## config.mk

```make
export PLATFORM = sky130hd
export DESIGN_NAME = swm_cell
export DESIGN_NICKNAME = d
export VERILOG_FILES = /design/src/swm_pkg.sv /design/src/swm_cell.sv
export SDC_FILE = /design/constraint.sdc
export NUM_CORES = 1
export LEC_CHECK = 0
export BUFFER_PORTS_ARGS = -buffer_cell sky130_fd_sc_hd__buf_2
export CORE_ASPECT_RATIO = 0.75
export CORE_MARGIN = 1.5
export CORE_UTILIZATION = 49
export CTS_BUF_LIST = sky130_fd_sc_hd__clkbuf_4
export DETAILED_ROUTE_END_ITERATION = 10
export PLACE_DENSITY = 0.85
export SETUP_SLACK_MARGIN = 0.5
export SLEW_MARGIN = 10
export SYNTH_ARGS = -nofsm -noshare
export SYNTH_HDL_FRONTEND = slang
export SYNTH_SLANG_ARGS = --single-unit
export TNS_END_PERCENT = 5
```

## constraint.sdc

```tcl
create_clock -name clk_i -period 4.12 [get_ports clk_i]
set_clock_uncertainty 0.15 [all_clocks]
set_input_delay 0.824 -clock clk_i [delete_from_list [all_inputs] [get_ports clk_i]]
set_output_delay 0.824 -clock clk_i [all_outputs]
set_load 0.05 [all_outputs]
```

## src/swm_pkg.sv

```systemverilog
package swm_pkg;

  // sample index width, indices wrap modulo 2^16
  localparam int unsigned IDX_W = 16;
  // width of the window size register
  localparam int unsigned CFG_W = 7;

  // per-cycle command broadcast to every cell of the queue
  typedef struct packed {
    logic step;   // take in the held item: drop from the back, append
    logic pop;    // shift the queue one place toward the front
    logic clear;  // the held item starts a new sequence, queue reads empty
  } cell_op_t;

endpackage

```

## src/swm_cell.sv

```systemverilog
module swm_cell #(
  parameter int unsigned SAMPLE_WIDTH = 16
) (
  input  logic                           clk_i,
  input  logic                           rst_ni,
  input  swm_pkg::cell_op_t              op_i,
  input  logic signed [SAMPLE_WIDTH-1:0] sample_i,
  input  logic [swm_pkg::IDX_W-1:0]      idx_i,
  // neighbor toward the back of the queue
  input  logic                           nb_vld_i,
  input  logic signed [SAMPLE_WIDTH-1:0] nb_val_i,
  input  logic [swm_pkg::IDX_W-1:0]      nb_idx_i,
  // neighbor toward the front keeps its entry
  input  logic                           prev_keep_i,
  output logic                           vld_o,
  output logic signed [SAMPLE_WIDTH-1:0] val_o,
  output logic [swm_pkg::IDX_W-1:0]      idx_o,
  output logic                           keep_o,
  output logic signed [SAMPLE_WIDTH-1:0] view_val_o
);
  import swm_pkg::*;

  logic                           vld_q, vld_d;
  logic signed [SAMPLE_WIDTH-1:0] val_q, val_d;
  logic [IDX_W-1:0]               idx_q, idx_d;
  logic                           view_vld;
  logic signed [SAMPLE_WIDTH-1:0] view_val;
  logic [IDX_W-1:0]               view_idx;
  logic                           keep;

  // entry as seen after the optional front pop and sequence clear
  assign view_vld = ~op_i.clear & (op_i.pop ? nb_vld_i : vld_q);
  assign view_val = op_i.pop ? nb_val_i : val_q;
  assign view_idx = op_i.pop ? nb_idx_i : idx_q;

  // entries larger than the new sample survive
  assign keep = view_vld & (view_val > sample_i);

  always_comb begin
    vld_d = vld_q;
    val_d = val_q;
    idx_d = idx_q;
    if (op_i.step) begin
      vld_d = keep | prev_keep_i;
      val_d = keep ? view_val : sample_i;
      idx_d = keep ? view_idx : idx_i;
    end else if (op_i.pop) begin
      vld_d = nb_vld_i;
      val_d = nb_val_i;
      idx_d = nb_idx_i;
    end
  end

  always_ff @(posedge clk_i or negedge rst_ni) begin
    if (!rst_ni) begin
      vld_q <= 1'b0;
    end else begin
      vld_q <= vld_d;
    end
  end

  always_ff @(posedge clk_i) begin
    val_q <= val_d;
    idx_q <= idx_d;
  end

  assign vld_o      = vld_q;
  assign val_o      = val_q;
  assign idx_o      = idx_q;
  assign keep_o     = keep;
  assign view_val_o = view_val;

endmodule

```

==> metrics.md <==
| Metric | Value |
|---|---|
| Run status | `complete, no violations` |
| Number of sinks on the clock net | `33` |
| Relative area change from synthesis to final layout | `30.4%` |
| Number of I/O port buffers | `120` |
| Total instance count after detailed placement | `773` |
| Wire length of the first global-routing pass | `23200 um` |
| Floorplan row count | `28` |
| Class of the most critical hold timing path | `in2async` |
| Number of hold buffers added after cts | `0` |
| Power after layout | `2160 uW` |
| Routed wl met3 | `1850 um` |
| Arr. time, crit path | `3.09 ns` |
| Post-layout worst setup margin | `0.0552 ns` |
| Yosys reg bits | `33` |
| Longest Clk Path Bufs | `2` |
| Total count of max-transition violations in the final report | `0` |
| Final layout net count | `just under 800` |
| Amount of wire on met2 after detailed routing | `~6600 um` |
| Layout Utilization | `66.6%` |
| Slew @ Worst Pin | `0.880 ns` |
| Clock latency of the later-clocked register in the worst-skew pair | `~0.37 ns` |
| Slack of the worst reg-to-reg path | `between 0.9 and 1 ns` |
| Type of the worst setup path | `in2out` |
| Final HPWL from detailed placement | `9520 um` |
| Worst endpoint required time | `3.15 ns` |
| Antenna violations before repair | `1` |
| Comb pwr share | `69.8%` |
| Chip height | `82.0 um` |
| TritonCTS clock tree | `yes` |
| Hold violation count in the final report | `0` |
| Starting Density | `51.1%` |
| Leak | `0.00228 uW` |
| Type of element launching the critical path | `input pin` |
| Vias per cell | `6.77` |
| Met1 WL | `around 5800 um` |
| Pre-CTS setup slack | `-0.0965 ns` |
| Portion of total power attributed to sequential cells | `between 20% and 30%` |
| Largest vdd supply drop | `0.000243 V` |
| H-tree levels | `2` |
| Clock network fraction of total power | `9.4%` |
| Antenna violation net count after detailed routing | `0` |
| Total routing usage reported by global routing | `32.5%` |
| Synth Flop Type | `dfxtp_1` |
| Placed Area | `about 5000 sq um` |
| Final std cell area, no fill | `5320 sq um` |
| Unique masters post-synth | `38` |
| Clock root buffer | `clkbuf_4` |
| Final setup violation count | `0` |
| Total overflow reported by the global router | `0` |
| Internal Pwr Total | `972 uW` |
| Setup repair after global routing missed its margin | `true` |
| Mapped cell area | `4080 sq um` |
| Overall die area | `8890 sq um` |
| Final Non-Filler Cells | `a little under 800` |
| Total via count in the routed design | `5358` |
| Max frequency | `246 MHz` |
| Top sig layer | `met4` |
| Synthesized netlist cell count | `578` |
| Post-CTS clock slew at the launch and capture registers of the worst setup and hold paths | `0.13 ns` |
| Vias in the first global route | `4870` |
| Maximum net fanout on the critical path | `6` |
| Switching power share of the total | `a little under three fifths` |
| Slew Limit Headroom | `41.3%` |
| Starting DRT DRC Count | `688` |
| Nets in the synthesized netlist | `665` |
| Final period demand of the worst path | `4.06 ns` |
| Post-detailed-route DRC marker count | `0` |
| Fraction of synthesis flops using an asynchronous set or reset pin | `3.03%` |
| Endpoint type of the worst setup path | `primary output` |
| Number of buffers added by the clock tree synthesis step | `5` |
| Post-synth EDFFs | `0` |
| Power density of the placed cells | `406 nW/um^2` |
| Routability congestion estimate | `~0.9` |
| First-pass iteration count of the detailed router | `5` |
| Total routed wirelength | `14800 um` |
| Layout cells sized above 1 | `35.4%` |
| Synth warnings | `0` |
| WL/cell | `roughly 19 um` |
| Synthesized area divided by synthesized cell count | `around 7.1 sq um` |
| Max-capacitance violation count | `0` |
| Sequential-to-total area share from yosys stat | `16.3%` |
| Floorplan core area | `approximately 8000 sq um` |
| Maximum number of pins on one net before global-route repair | `71` |
| Part of the cycle the worst path needs | `a little over nine tenths` |
| Power dissipated by switching net loads | `between 1000 and 1500 uW` |
| Number of top-level pins | `around 120` |
| Horizontal die dimension | `about 110 um` |
-- through the flow --
step / setup TNS (ns) / hold WS [ns]
2_1_floorplan: -0.221 / 0.378
3_3_place_gp: -0.0253 / 0.450
3_5_place_dp: -0.0965 / 0.454
4_1_cts: 0 / 0.0528
5_1_grt: -0.0197 / 0.0497
6_report: 0 / 0.0490
-- what timing repair did --
action	CTS	global route
cloned	1	0
gates resized for setup	19	5
pin swaps	11	6
setup buffers	9	0
endpoints found under the setup margin	1	16
-- worst max-delay path, cell delays in order --
cell,delay (ns)
buf_12,0.12
buf_16,0.14
mux2_4,0.32
ha_4,0.25
a21oi_2,0.17
o21ai_1,0.12
a221o_1,0.36
nor3_4,0.25
xnor2_2,0.12
nor3_4,0.23
buf_6,0.19
-- placed cells by master (no fill, tap or decap), types with 31 or more instances in the layout --
cell / count
o2111ai_1: 31
nand3_1: 33
dfxtp_1: 32
buf_4: 49
inv_1: 47
nand4_1: 65
nor4_1: 32
buf_2: 118
nor2_1: 66
-- sequential cells by signal (all words and copies together) (netlist names) --
name   count
idx_o     16
vld_o      1
val_o     16
-- power groups by stage --
stage,logic (uW),clock network [uW],registers [uW]
after floorplan,756,0,731
after global placement,1360,0,450
after detailed placement,1400,0,452
after CTS,1470,200,445
after global routing,1600,216,454
final,1510,203,448
-- logic make-up (layout without fill, tap and decap cells) --
| logic type | count (synthesis) | count (layout) | synth area share (%) |
|---|---|---|---|
| multiplexers | 33 | 33 | 9.07 |
| XOR/XNOR | 1 | 1 | 0.215 |
| AO/OA/AOI/OAI | 94 | 94 | 19.5 |
| other | 0 | 1 | 0 |
| AND/OR/NAND/NOR | 278 | 278 | 37.5 |
| adder cells (fa/ha/maj) | 16 | 16 | 4.90 |
| flip-flops | 33 | 33 | 16.3 |
| buffers and inverters | 123 | 231 | 12.5 |
-- layer usage --
metal	vias up	global-route usage, %
li1	2433	-
met1	2421	41.3
met2	438	52.1
met3	66	6.19
met4	0	18.4
met5	-	0
-- area by class of cell --
type | instances | area (sq um)
Inverter | 47 | 176
Antenna cell | 1 | 2.50
Timing Repair Buffer | 176 | 1130
Multi-Input combinational cell | 422 | 3170
Sequential cell | 33 | 666
Clock buffer | 5 | 37.5
Tap cell | 105 | 131
Fill cell | 641 | 2670
Clock inverter | 3 | 12.5
-- final timing paths --
kind	start	to	cells after the start
setup / recovery	op_i[1]	keep_o	11
hold / removal	rst_ni	vld_o$_DFF_PN0_	1
setup reg to reg	val_o[14]$_DFF_P_	val_o[13]$_DFF_P_	10
hold reg to reg	idx_o[14]$_DFF_P_	idx_o[14]$_DFF_P_	3
max in group asynchronous	rst_ni	vld_o$_DFF_PN0_	1
min in group clk_i	idx_o[14]$_DFF_P_	idx_o[14]$_DFF_P_	3
-- Yosys cell counts (2+ instances only) --
master     instances  share of area, %
ha_1              16               4.9
nor4_1            32               4.9
dfxtp_1           32                16
nand2_1           20               1.8
and3_1            15               2.3
nand4_1           65                10
clkbuf_1          48               4.4
nand3_1           33               4.0
o21ai_0            3              0.37
nor2_1            67               6.2
o311ai_0          16               3.4
nor3_1            17               2.1
a311o_1           16               3.9
nor3b_1           17               3.1
a21oi_1            7              0.86
o2111ai_1         32               6.9
buf_2             21               2.6
o22ai_1           15               2.3
inv_1             47               4.3
nor2b_1            2              0.31
nand2b_1           2              0.31
buf_1              4              0.37
buf_6              3              0.83
nand4_2            3              0.92
mux2_2            32               8.8
Power figures use the tool's default switching activity.
